<file path="src/rtl/dlead_pkg.sv">
package dlead_pkg;

  // line escape codes
  localparam logic [7:0] DLE_CODE = 8'h10;
  localparam logic [7:0] ETX_CODE = 8'h03;

  // result kinds
  localparam logic [1:0] KIND_SAMPLE  = 2'd0;
  localparam logic [1:0] KIND_HANGUP  = 2'd1;
  localparam logic [1:0] KIND_CONTROL = 2'd2;

  // request types
  localparam logic REQ_BYTE  = 1'b0;
  localparam logic REQ_START = 1'b1;

  // one input word
  typedef struct packed {
    logic       req_type;
    logic [7:0] wire_byte;
  } in_word_t;

  // one result word
  typedef struct packed {
    logic signed [15:0] sample;
    logic [1:0]         kind;
    logic [7:0]         control_code;
  } out_word_t;

  // expand a bit-reversed a-law byte to a 16-bit linear sample
  function automatic logic signed [15:0] alaw_expand(input logic [7:0] wb);
    logic [7:0]  a;
    logic [2:0]  seg;
    logic [15:0] mag;
    logic [15:0] res;
    for (int i = 0; i < 8; i++) begin
      a[7-i] = wb[i];
    end
    a   = a ^ 8'h55;
    seg = a[6:4];
    mag = {8'd0, a[3:0], 4'd0};
    if (seg == 3'd0) begin
      mag = mag + 16'd8;
    end else begin
      mag = (mag + 16'h0108) << (seg - 3'd1);
    end
    res = a[7] ? mag : (16'd0 - mag);
    return $signed(res);
  endfunction

endpackage

</file>
<file path="src/rtl/dlead_if.sv">
// input channel: request type and line byte
interface dlead_in_if;
  logic       valid;
  logic       ready;
  logic       req_type;
  logic [7:0] wire_byte;

  modport source (output valid, output req_type, output wire_byte, input ready);
  modport sink   (input valid, input req_type, input wire_byte, output ready);
endinterface

// result channel: sample or control report
interface dlead_out_if;
  logic               valid;
  logic               ready;
  logic signed [15:0] sample;
  logic [1:0]         kind;
  logic [7:0]         control_code;

  modport source (output valid, output sample, output kind, output control_code,
                  input ready);
  modport sink   (input valid, input sample, input kind, input control_code,
                  output ready);
endinterface

</file>
<file path="src/rtl/dle_alaw_receive_decoder_unit.sv">
// Receive decoder for an a-law line with DLE escaping.
// in_if carries one word per item: req_type (start request or line byte)
// and wire_byte. A start request puts the block online and drops any
// half-seen escape. While online, a plain byte becomes one expanded 16-bit
// sample, DLE DLE gives one sample of the escaped code, DLE ETX reports a
// hangup and goes offline, any other DLE pair reports a control code.
// Bytes seen while offline are dropped without a result.
// out_if carries sample, kind and control_code, at most one per word.
// A word taken from in_if passes the input register and then the result
// register before its result is on out_if.
// Throughput: one word per cycle while out_if.ready is high, set by the
// input and result registers with combinational decode between them.
// Reset (synchronous, rst_n low) empties both registers and leaves the
// block offline with no escape pending.
// When out_if.ready is low the result holds, one more word sits in the
// input register, and in_if.ready drops until the result is taken.
module dle_alaw_receive_decoder_unit (
  input  logic        clk,
  input  logic        rst_n,
  dlead_in_if.sink    in_if,
  dlead_out_if.source out_if
);
  import dlead_pkg::*;

  in_word_t  in_word;
  in_word_t  s1_word;
  logic      s1_valid;
  logic      s1_ready;
  out_word_t out_word;

  assign in_word.req_type  = in_if.req_type;
  assign in_word.wire_byte = in_if.wire_byte;

  // input register
  dlead_in_stage u_in_stage (
    .clk      (clk),
    .rst_n    (rst_n),
    .in_valid (in_if.valid),
    .in_ready (in_if.ready),
    .in_word  (in_word),
    .s1_valid (s1_valid),
    .s1_ready (s1_ready),
    .s1_word  (s1_word)
  );

  // decode and result register
  dlead_decode u_decode (
    .clk       (clk),
    .rst_n     (rst_n),
    .s1_valid  (s1_valid),
    .s1_ready  (s1_ready),
    .s1_word   (s1_word),
    .out_valid (out_if.valid),
    .out_ready (out_if.ready),
    .out_word  (out_word)
  );

  assign out_if.sample       = out_word.sample;
  assign out_if.kind         = out_word.kind;
  assign out_if.control_code = out_word.control_code;
endmodule

</file>
<file path="src/rtl/dlead_in_stage.sv">
module dlead_in_stage (
  input  logic               clk,
  input  logic               rst_n,
  input  logic               in_valid,
  output logic               in_ready,
  input  dlead_pkg::in_word_t in_word,
  output logic               s1_valid,
  input  logic               s1_ready,
  output dlead_pkg::in_word_t s1_word
);
  import dlead_pkg::*;

  logic     valid_r;
  logic     valid_nxt;
  in_word_t word_r;

  // take a new word whenever the register is empty or drains this cycle
  assign in_ready = !valid_r || s1_ready;

  always_comb begin
    valid_nxt = valid_r;
    if (in_ready) begin
      valid_nxt = in_valid;
    end
  end

  // valid flag
  always_ff @(posedge clk) begin
    if (!rst_n) begin
      valid_r <= 1'b0;
    end else begin
      valid_r <= valid_nxt;
    end
  end

  // payload
  always_ff @(posedge clk) begin
    if (in_ready && in_valid) begin
      word_r <= in_word;
    end
  end

  assign s1_valid = valid_r;
  assign s1_word  = word_r;
endmodule

</file>
<file path="src/rtl/dlead_decode.sv">
module dlead_decode (
  input  logic                clk,
  input  logic                rst_n,
  input  logic                s1_valid,
  output logic                s1_ready,
  input  dlead_pkg::in_word_t s1_word,
  output logic                out_valid,
  input  logic                out_ready,
  output dlead_pkg::out_word_t out_word
);
  import dlead_pkg::*;

  logic      online_r;
  logic      online_nxt;
  logic      esc_r;
  logic      esc_nxt;
  logic      adv;
  logic      res_valid;
  out_word_t res;
  logic      out_valid_r;
  logic      out_valid_nxt;
  out_word_t out_word_r;

  // word moves on when the result register is free or being read
  assign adv      = s1_valid && (!out_valid_r || out_ready);
  assign s1_ready = !out_valid_r || out_ready;

  // escape and online tracking, result selection
  always_comb begin
    online_nxt       = online_r;
    esc_nxt          = esc_r;
    res_valid        = 1'b0;
    res.sample       = '0;
    res.kind         = KIND_SAMPLE;
    res.control_code = '0;
    if (adv) begin
      if (s1_word.req_type == REQ_START) begin
        online_nxt = 1'b1;
        esc_nxt    = 1'b0;
      end else if (online_r) begin
        if (esc_r) begin
          esc_nxt   = 1'b0;
          res_valid = 1'b1;
          if (s1_word.wire_byte == DLE_CODE) begin
            res.sample = alaw_expand(DLE_CODE);
          end else if (s1_word.wire_byte == ETX_CODE) begin
            res.kind         = KIND_HANGUP;
            res.control_code = s1_word.wire_byte;
            online_nxt       = 1'b0;
          end else begin
            res.kind         = KIND_CONTROL;
            res.control_code = s1_word.wire_byte;
          end
        end else if (s1_word.wire_byte == DLE_CODE) begin
          esc_nxt = 1'b1;
        end else begin
          res_valid  = 1'b1;
          res.sample = alaw_expand(s1_word.wire_byte);
        end
      end
    end
  end

  // result register valid
  always_comb begin
    if (res_valid) begin
      out_valid_nxt = 1'b1;
    end else if (out_ready) begin
      out_valid_nxt = 1'b0;
    end else begin
      out_valid_nxt = out_valid_r;
    end
  end

  // control state
  always_ff @(posedge clk) begin
    if (!rst_n) begin
      online_r    <= 1'b0;
      esc_r       <= 1'b0;
      out_valid_r <= 1'b0;
    end else begin
      online_r    <= online_nxt;
      esc_r       <= esc_nxt;
      out_valid_r <= out_valid_nxt;
    end
  end

  // result payload
  always_ff @(posedge clk) begin
    if (res_valid) begin
      out_word_r <= res;
    end
  end

  assign out_valid = out_valid_r;
  assign out_word  = out_word_r;
endmodule

</file>
<file path="src/flat_wrapper.sv">
// flat-port wrapper written by rule: the top's interface ports become plain ports
module dle_alaw_receive_decoder_unit_flat import dlead_pkg::*;
  (clk, rst_n, in_if_valid, in_if_req_type, in_if_wire_byte, in_if_ready, out_if_valid, out_if_sample, out_if_kind, out_if_control_code, out_if_ready);
  dlead_in_if in_if_i ();
  dlead_out_if out_if_i ();
  input  logic clk;
  input  logic rst_n;
  input wire logic [$bits(in_if_i.valid)-1:0] in_if_valid;
  input wire logic [$bits(in_if_i.req_type)-1:0] in_if_req_type;
  input wire logic [$bits(in_if_i.wire_byte)-1:0] in_if_wire_byte;
  output wire logic [$bits(in_if_i.ready)-1:0] in_if_ready;
  output wire logic [$bits(out_if_i.valid)-1:0] out_if_valid;
  output wire logic [$bits(out_if_i.sample)-1:0] out_if_sample;
  output wire logic [$bits(out_if_i.kind)-1:0] out_if_kind;
  output wire logic [$bits(out_if_i.control_code)-1:0] out_if_control_code;
  input wire logic [$bits(out_if_i.ready)-1:0] out_if_ready;
  assign in_if_i.valid = in_if_valid;
  assign in_if_i.req_type = in_if_req_type;
  assign in_if_i.wire_byte = in_if_wire_byte;
  assign in_if_ready = in_if_i.ready;
  assign out_if_valid = out_if_i.valid;
  assign out_if_sample = out_if_i.sample;
  assign out_if_kind = out_if_i.kind;
  assign out_if_control_code = out_if_i.control_code;
  assign out_if_i.ready = out_if_ready;
  dle_alaw_receive_decoder_unit u_core (.clk(clk), .rst_n(rst_n), .in_if(in_if_i), .out_if(out_if_i));
endmodule
</file>
<file path="config.mk">
export PLATFORM = sky130hd
export DESIGN_NAME = dle_alaw_receive_decoder_unit_flat
export DESIGN_NICKNAME = d
export VERILOG_FILES = /design/src/rtl/dlead_pkg.sv /design/src/rtl/dlead_if.sv /design/src/rtl/dle_alaw_receive_decoder_unit.sv /design/src/rtl/dlead_in_stage.sv /design/src/rtl/dlead_decode.sv /design/src/flat_wrapper.sv
export SDC_FILE = /design/constraint.sdc
export NUM_CORES = 1
export LEC_CHECK = 0
export ABC_CLOCK_PERIOD_IN_PS = 2500
export BUFFER_PORTS_ARGS = -buffer_cell sky130_fd_sc_hd__buf_2
export CAP_MARGIN = 15
export CORE_UTILIZATION = 35
export DETAILED_ROUTE_END_ITERATION = 10
export SKIP_LAST_GASP = 1
export SYNTH_ARGS = -nofsm -noshare
export SYNTH_HDL_FRONTEND = slang
export SYNTH_SLANG_ARGS = --single-unit
</file>
<file path="constraint.sdc">
create_clock -name clk -period 2.5 [get_ports clk]
set_clock_uncertainty 0.15 [all_clocks]
set_input_delay 0.125 -clock clk [delete_from_list [all_inputs] [get_ports clk]]
set_output_delay 0.125 -clock clk [all_outputs]
set_load 0.01 [all_outputs]
</file>
==> summary.md, run 1 <==
| Metric | Value |
|---|---|
| Startpoint Class | `register` |
| FP Rows | `29` |
| Nets | `328` |
| Setup WS pre-CTS | `-0.132 ns` |
| Vias/cell | `5.28` |
| Hold Path Class | `input port to register` |
| Vias in the first global route | `about 1900` |
| Tcrit/Tclk final | `1.04` |
| Hold Path Origin | `out_if_ready` |
| Max Clock Freq | `0.384 GHz` |
| Synth Instances | `230` |
| Synth area leaders | `edfxtp_1, nor2_1, dfxtp_1, o21ai_0, a21oi_1` |
| Status | `finished with violations` |
| Total power | `about 1.7 mW` |
| Failing checks | `negative setup slack` |
| Max Slew Vio Count | `0` |
| Max Cap Violations | `0` |
| Initial DRC count | `95` |
| Worst-case clock buffer depth | `2` |
| RSZ-0062 raised after global routing | `true` |
| Diodes inserted | `0` |
| Pin count of the biggest net entering global routing | `18` |
| DRT Pass-1 Iters | `4` |
| Synthesized area | `2280 um2` |
| Final GP Congestion | `0.899` |
| Asr flop ratio synth | `0` |
| DIE AREA | `approximately 7000 um2` |
| Hold Path Sink | `u_core.u_decode.out_valid` |
| Crit path max-delay family | `simple AND/OR/NAND/NOR gates` |
| Total length of routed wires | `5980 um` |
| Synth area leader | `edfxtp_1` |
| Layout cell share with drive strength beyond 1 | `0.410` |
| Worst Path Required | `2.39 ns` |
| Worst-Skew Late Latency | `0.29 ns` |
| Fillers | `589` |
| Drt drc | `0` |
| Worst-path clk slew | `0.07 ns` |
| Worst hold stages | `3` |
| First-pass GRT wire length | `9260 um` |
| Hold Vio Cnt, Final | `0` |
| Synth Warn # | `0` |
| Power per Cell Area | `527 nW/um2` |
| VDD IR-drop max | `around 0.28 mV` |
| Port bufs | `37` |
| Clk sink count | `36` |
| CP max stage delay | `0.58 ns` |
| DP Wirelength | `4120 um` |
| Placed insts | `~370` |
| Ordered list of cells on the worst path | `buf_6 -> buf_4 -> or4b_4 -> a221oi_4 -> nor2_2 -> o41ai_2 -> xor2_1 -> nor2_1` |
| Least-Margin Pin Slew | `0.526 ns` |
| # IOs | `41` |
| Sequential element share of the synthesized area | `0.456` |
| Placed instance area | `2820 um2` |
| DRT antenna net count | `0` |
| Initial antenna violation count | `0` |
| Yosys top cell area share | `0.421` |
| Wire per inst | `15.4 um` |
| Critical Path Slowest Stage Cell | `or4b_4` |
| Reg2Reg Launch Point | `u_core.u_in_stage.s1_word[3]` |
| Netlist cell types | `58` |
| Most frequent cells in the layout | `buf_2, buf_4, edfxtp_1` |
| Buffer and inverter count on the worst path | `2` |
| Crit-path max FO | `4` |
| Clock buffer count from CTS | `5` |
| CTS root buf | `clkbuf_8` |
| Area grow syn2layout | `41.6%` |
| Post-synth EDFFs | `32` |
| R2R setup slack | `-0.11 ns` |
| TritonCTS clock tree | `yes` |
| Synthesis-stage register bit count | `36` |
| Slew HR | `0.649` |
| Commonest non-fill, non-tap cell in the layout | `buf_2` |
| Core area | `approximately 6300 um2` |
| Setup TNS Final | `-0.402 ns` |
| Fin crit period | `2.61 ns` |
| Worst R2R Path Depth | `8` |
| GRT overflow | `0` |
| Height of the die | `82.7 um` |
| Main synth FF type | `edfxtp_1` |
| Setup violations, final | `6` |
| Data arrival time of the critical path | `2.49 ns` |
| Worst R2R End | `u_core.u_decode.out_word[22]` |
| Leakage | `1.16 nW` |
| Min setup slack post-route | `-0.106 ns` |
| Mean area per synthesized cell | `9.92 um2` |
| Area of all placed cells without fillers | `3230 um2` |
| Final Non-Filler Cells | `389` |
| H-tree depth | `2` |
| Critical path capture point type | `register` |
| Fin util | `0.512` |
| Hold slack | `roughly 0.046 ns` |
| Tot GR Track Use | `0.186` |
| Vias | `2055` |
| Initial Util | `0.361` |
| Die Span X | `~83 um` |
| Critical path type | `register to register` |
synth_stat cells, types with 4 or more instances:
master and number:
nand2_1 12, nand4_1 4, nor2b_1 6, ha_1 4
nor2_1 24, o21ai_0 13, mux2i_1 4, and2_1 8
a211oi_1 4, xor2_1 5, edfxtp_1 32, a21oi_1 12
xnor2_1 4, nand3_1 6, inv_1 7, dfxtp_1 4
clkbuf_1 8, buf_2 4
sequential cells by signal, indices dropped and copies added (netlist names):
name                        count
u_core.u_decode.online_r        1
u_core.u_decode.out_valid       1
u_core.u_decode.out_word       23
u_core.u_decode.esc_r           1
u_core.u_in_stage.s1_word       9
u_core.u_in_stage.s1_valid      1
worst reg2reg max path, stage by stage (launching register included):
cell,delay [ns]
edfxtp_1,0.46
buf_6,0.16
buf_4,0.13
or4b_4,0.58
a221oi_4,0.30
nor2_2,0.09
o41ai_2,0.26
xor2_1,0.17
nor2_1,0.05
area by class of cell:
class | instances | area, um2 | area share
clock buffers | 8 | 100 | 0.0310
inverters | 7 | 26.3 | 0.00813
multi-input cells | 171 | 1330 | 0.411
flip-flops and latches | 36 | 1040 | 0.322
well taps | 77 | 96.3 | 0.0298
repair buffers | 90 | 641 | 0.198
kinds of logic after synthesis:
group | after synthesis | share of synthesized area
flops | 36 | 0.456
buf+inv | 25 | 0.0516
simple gates | 88 | 0.215
xor+xnor | 9 | 0.0346
compound gates | 61 | 0.191
other cells | 1 | 0.00164
mux | 6 | 0.0274
fa+ha+maj | 4 | 0.0219
per-layer routing:
| metal | vias to the layer above | GRT usage | part of all wire |
|---|---|---|---|
| met1 | 972 | 0.238 | 0.45 |
| met4 | 0 | 0.0603 | 0.016 |
| met5 | - | 0 | 0 |
| li1 | 1017 | - | - |
| met2 | 58 | 0.301 | 0.50 |
| met3 | 8 | 0.0495 | 0.043 |
repair_timing:
item / 4_1_cts / 5_1_grt
pin swaps: 9 / 11
resized for setup: 15 / 24
endpoints found under the setup margin: 10 / 12
gates cloned: 0 / 0
buffers inserted: 3 / 1
hold endpoints to repair: 13 / 0
hold buffers: 12 / 0
report_power, final:
part / total, mW / internal, mW / switching (mW)
logic: 0.567 / 0.279 / 0.288
registers: 0.681 / 0.669 / 0.0121
clock network: 0.453 / 0.251 / 0.202
worst max-delay path by stage:
stage,start,endpoint,cells after the start
global placement,u_core.u_in_stage.s1_word[2],u_core.u_decode.out_word[20],8
finish,u_core.u_in_stage.s1_word[3],u_core.u_decode.out_word[22],8
CTS,u_core.u_in_stage.s1_word[3],u_core.u_decode.out_word[22],8
global route,u_core.u_in_stage.s1_word[3],u_core.u_decode.out_word[22],8
detailed placement,u_core.u_in_stage.s1_word[2],u_core.u_decode.out_word[20],8
floorplan,u_core.u_in_stage.s1_word[3],u_core.u_decode.out_word[22],8
No activity file was read; power rests on OpenSTA's default activity.
==> run 2, diff against run 1 <==
- CELL_PAD_IN_SITES_DETAIL_PLACEMENT: default -> 1
- CELL_PAD_IN_SITES_GLOBAL_PLACEMENT: default -> 1
- CTS_BUF_LIST: default -> sky130_fd_sc_hd__clkbuf_2
- CTS_CLUSTER_SIZE: default -> 30
- PLACE_DENSITY_LB_ADDON: default -> 0.1
==> summary.md, run 2 (synthesis gave the netlist of run 1 again) <==
| Metric | Value |
|---|---|
| Slew HR | `0.663` |
| Largest register FFs | `23` |
| Final Non-Filler Cells | `399` |
| Worst-path clk slew | `about 0.23 ns` |
| Most frequent cells in the layout | `buf_4, buf_2, edfxtp_1` |
| Total length of routed wires | `6600 um` |
| Hold Path Class | `input port to register` |
| Startpoint Class | `register` |
| Worst Path Required | `approximately 2.5 ns` |
| RSZ-0062 raised after global routing | `true` |
| Core area | `6310 um2` |
| Hold Vio Cnt, Final | `0` |
| GRT overflow | `0` |
| First-pass GRT wire length | `around 11000 um` |
| Least-Margin Pin Slew | `0.505 ns` |
| Leakage | `1.18 nW` |
| Setup TNS Final | `-0.524 ns` |
| Routing usage on met1 | `0.287` |
| TritonCTS clock tree | `yes` |
| Reg2Reg Launch Point | `u_core.u_in_stage.s1_word[2]` |
| Crit-path max FO | `4` |
| DRT Pass-1 Iters | `4` |
| Failing checks | `negative setup slack` |
| H-tree depth | `2` |
| Initial antenna violation count | `0` |
| Drt drc | `0` |
| Data arrival time of the critical path | `2.71 ns` |
| Worst-case clock buffer depth | `2` |
| Fin crit period | `2.66 ns` |
| Status | `finished with violations` |
| FP Rows | `29` |
| Gr busiest metal | `met2` |
| Clock buffer count from CTS | `5` |
| Critical path capture point type | `register` |
| Wire per inst | `16.5 um` |
| R2R setup slack | `-0.16 ns` |
| VDD IR-drop max | `0.263 mV` |
| Vias/cell | `between 5 and 6` |
| Hold slack | `0.266 ns` |
| Fillers | `728` |
| Final GP Congestion | `0.830` |
| Commonest non-fill, non-tap cell in the layout | `buf_4` |
| Critical path type | `register to register` |
| Power per Cell Area | `478 nW/um2` |
| Total power | `~1.5 mW` |
| Tcrit/Tclk final | `1.06` |
| Height of the die | `82.7 um` |
| Vias in the first global route | `2050` |
| Clk sink count | `36` |
| Worst R2R End | `u_core.u_decode.out_word[20]` |
| Initial Util | `0.361` |
| Max Slew Vio Count | `0` |
| # IOs | `41` |
| Min setup slack post-route | `-0.161 ns` |
| Die Span X | `82.7 um` |
| DIE AREA | `just under 7000 um2` |
| Setup violations, final | `5` |
| Nets | `between 300 and 400` |
| Critical path destination | `u_core.u_decode.out_word[20]` |
| Worst R2R Path Depth | `9` |
| DP Wirelength | `slightly below 5000 um` |
| Worst-Skew Late Latency | `0.41 ns` |
| FF+latch area | `around 1000 um2` |
| Diodes inserted | `0` |
| Initial DRC count | `93` |
| Vias | `2133` |
| Area of the multi-input gates | `1300 um2` |
| Pin count of the biggest net entering global routing | `25` |
| CTS root buf | `clkbuf_2` |
| Tot GR Track Use | `0.209` |
| Max Clock Freq | `0.376 GHz` |
| Setup WS pre-CTS | `-0.231 ns` |
| M3 GR Usage | `0.0297` |
| DRT antenna net count | `0` |
| CP startpoint | `u_core.u_in_stage.s1_word[2]` |
| Placed insts | `369` |
| Area grow syn2layout | `41.0%` |
| Port bufs | `37` |
| Max Cap Violations | `0` |
| Met2 usage | `0.336` |
| Layout cell share with drive strength beyond 1 | `0.410` |
-- run 2: where the power goes --
part           internal [mW]  total [mW]  switching [mW]  leakage (nW)
logic                  0.272       0.562           0.290         0.857
registers              0.669       0.683          0.0145         0.286
clock network         0.0679       0.291           0.223        0.0327
-- run 2: per-stage QoR --
step	instance area (um2)	util
global route	3220	0.509
floorplan	2340	-
CTS	3130	0.496
finish	3220	0.509
detailed placement	2840	0.449
global placement	2840	0.449
-- run 2: layout make-up --
class | instances | share of cell area
Clock buffer | 5 | 0.00778
Clock inverter | 3 | 0.00584
Inverter | 7 | 0.00817
Multi-Input combinational cell | 171 | 0.403
Sequential cell | 36 | 0.324
Tap cell | 77 | 0.0300
Timing Repair Buffer | 100 | 0.221
-- run 2: critical path, cell delays in order, from the launching register on --
cell and delay [ns]:
edfxtp_1 0.45, inv_2 0.12, ha_4 0.22, or4b_4 0.53, buf_4 0.17, a21oi_2 0.12
a211oi_1 0.07, o41ai_2 0.42, xor2_1 0.18, nor2_1 0.05
-- run 2: how the worst min path moves through the flow --
stage                             from                      endpoint  slack [ns]  cells after the start
floorplan           in_if_wire_byte[0]  u_core.u_in_stage.s1_word[0]        0.07                      0
global placement    in_if_wire_byte[2]  u_core.u_in_stage.s1_word[2]        0.15                      1
detailed placement  in_if_wire_byte[7]  u_core.u_in_stage.s1_word[7]        0.15                      1
CTS                 in_if_wire_byte[1]  u_core.u_in_stage.s1_word[1]        0.23                      2
global route        in_if_wire_byte[1]  u_core.u_in_stage.s1_word[1]        0.24                      2
finish              in_if_wire_byte[6]  u_core.u_in_stage.s1_word[6]        0.27                      2
-- run 2: repair_timing --
action | 4_1_cts | 5_1_grt
resized for setup | 18 | 13
endpoints found under the hold margin | 13 | 0
setup endpoints to repair | 10 | 18
hold buffers | 14 | 0
setup buffers | 5 | 2
pin swaps | 5 | 5
-- run 2: metal layers --
layer  vias to the layer above  wire (um)  part of all wire
met5                         -          0                 0
met4                         0        121             0.018
met3                        10        241             0.037
met2                        42       3200              0.49
met1                      1045       3030              0.46
li1                       1036          -                 -
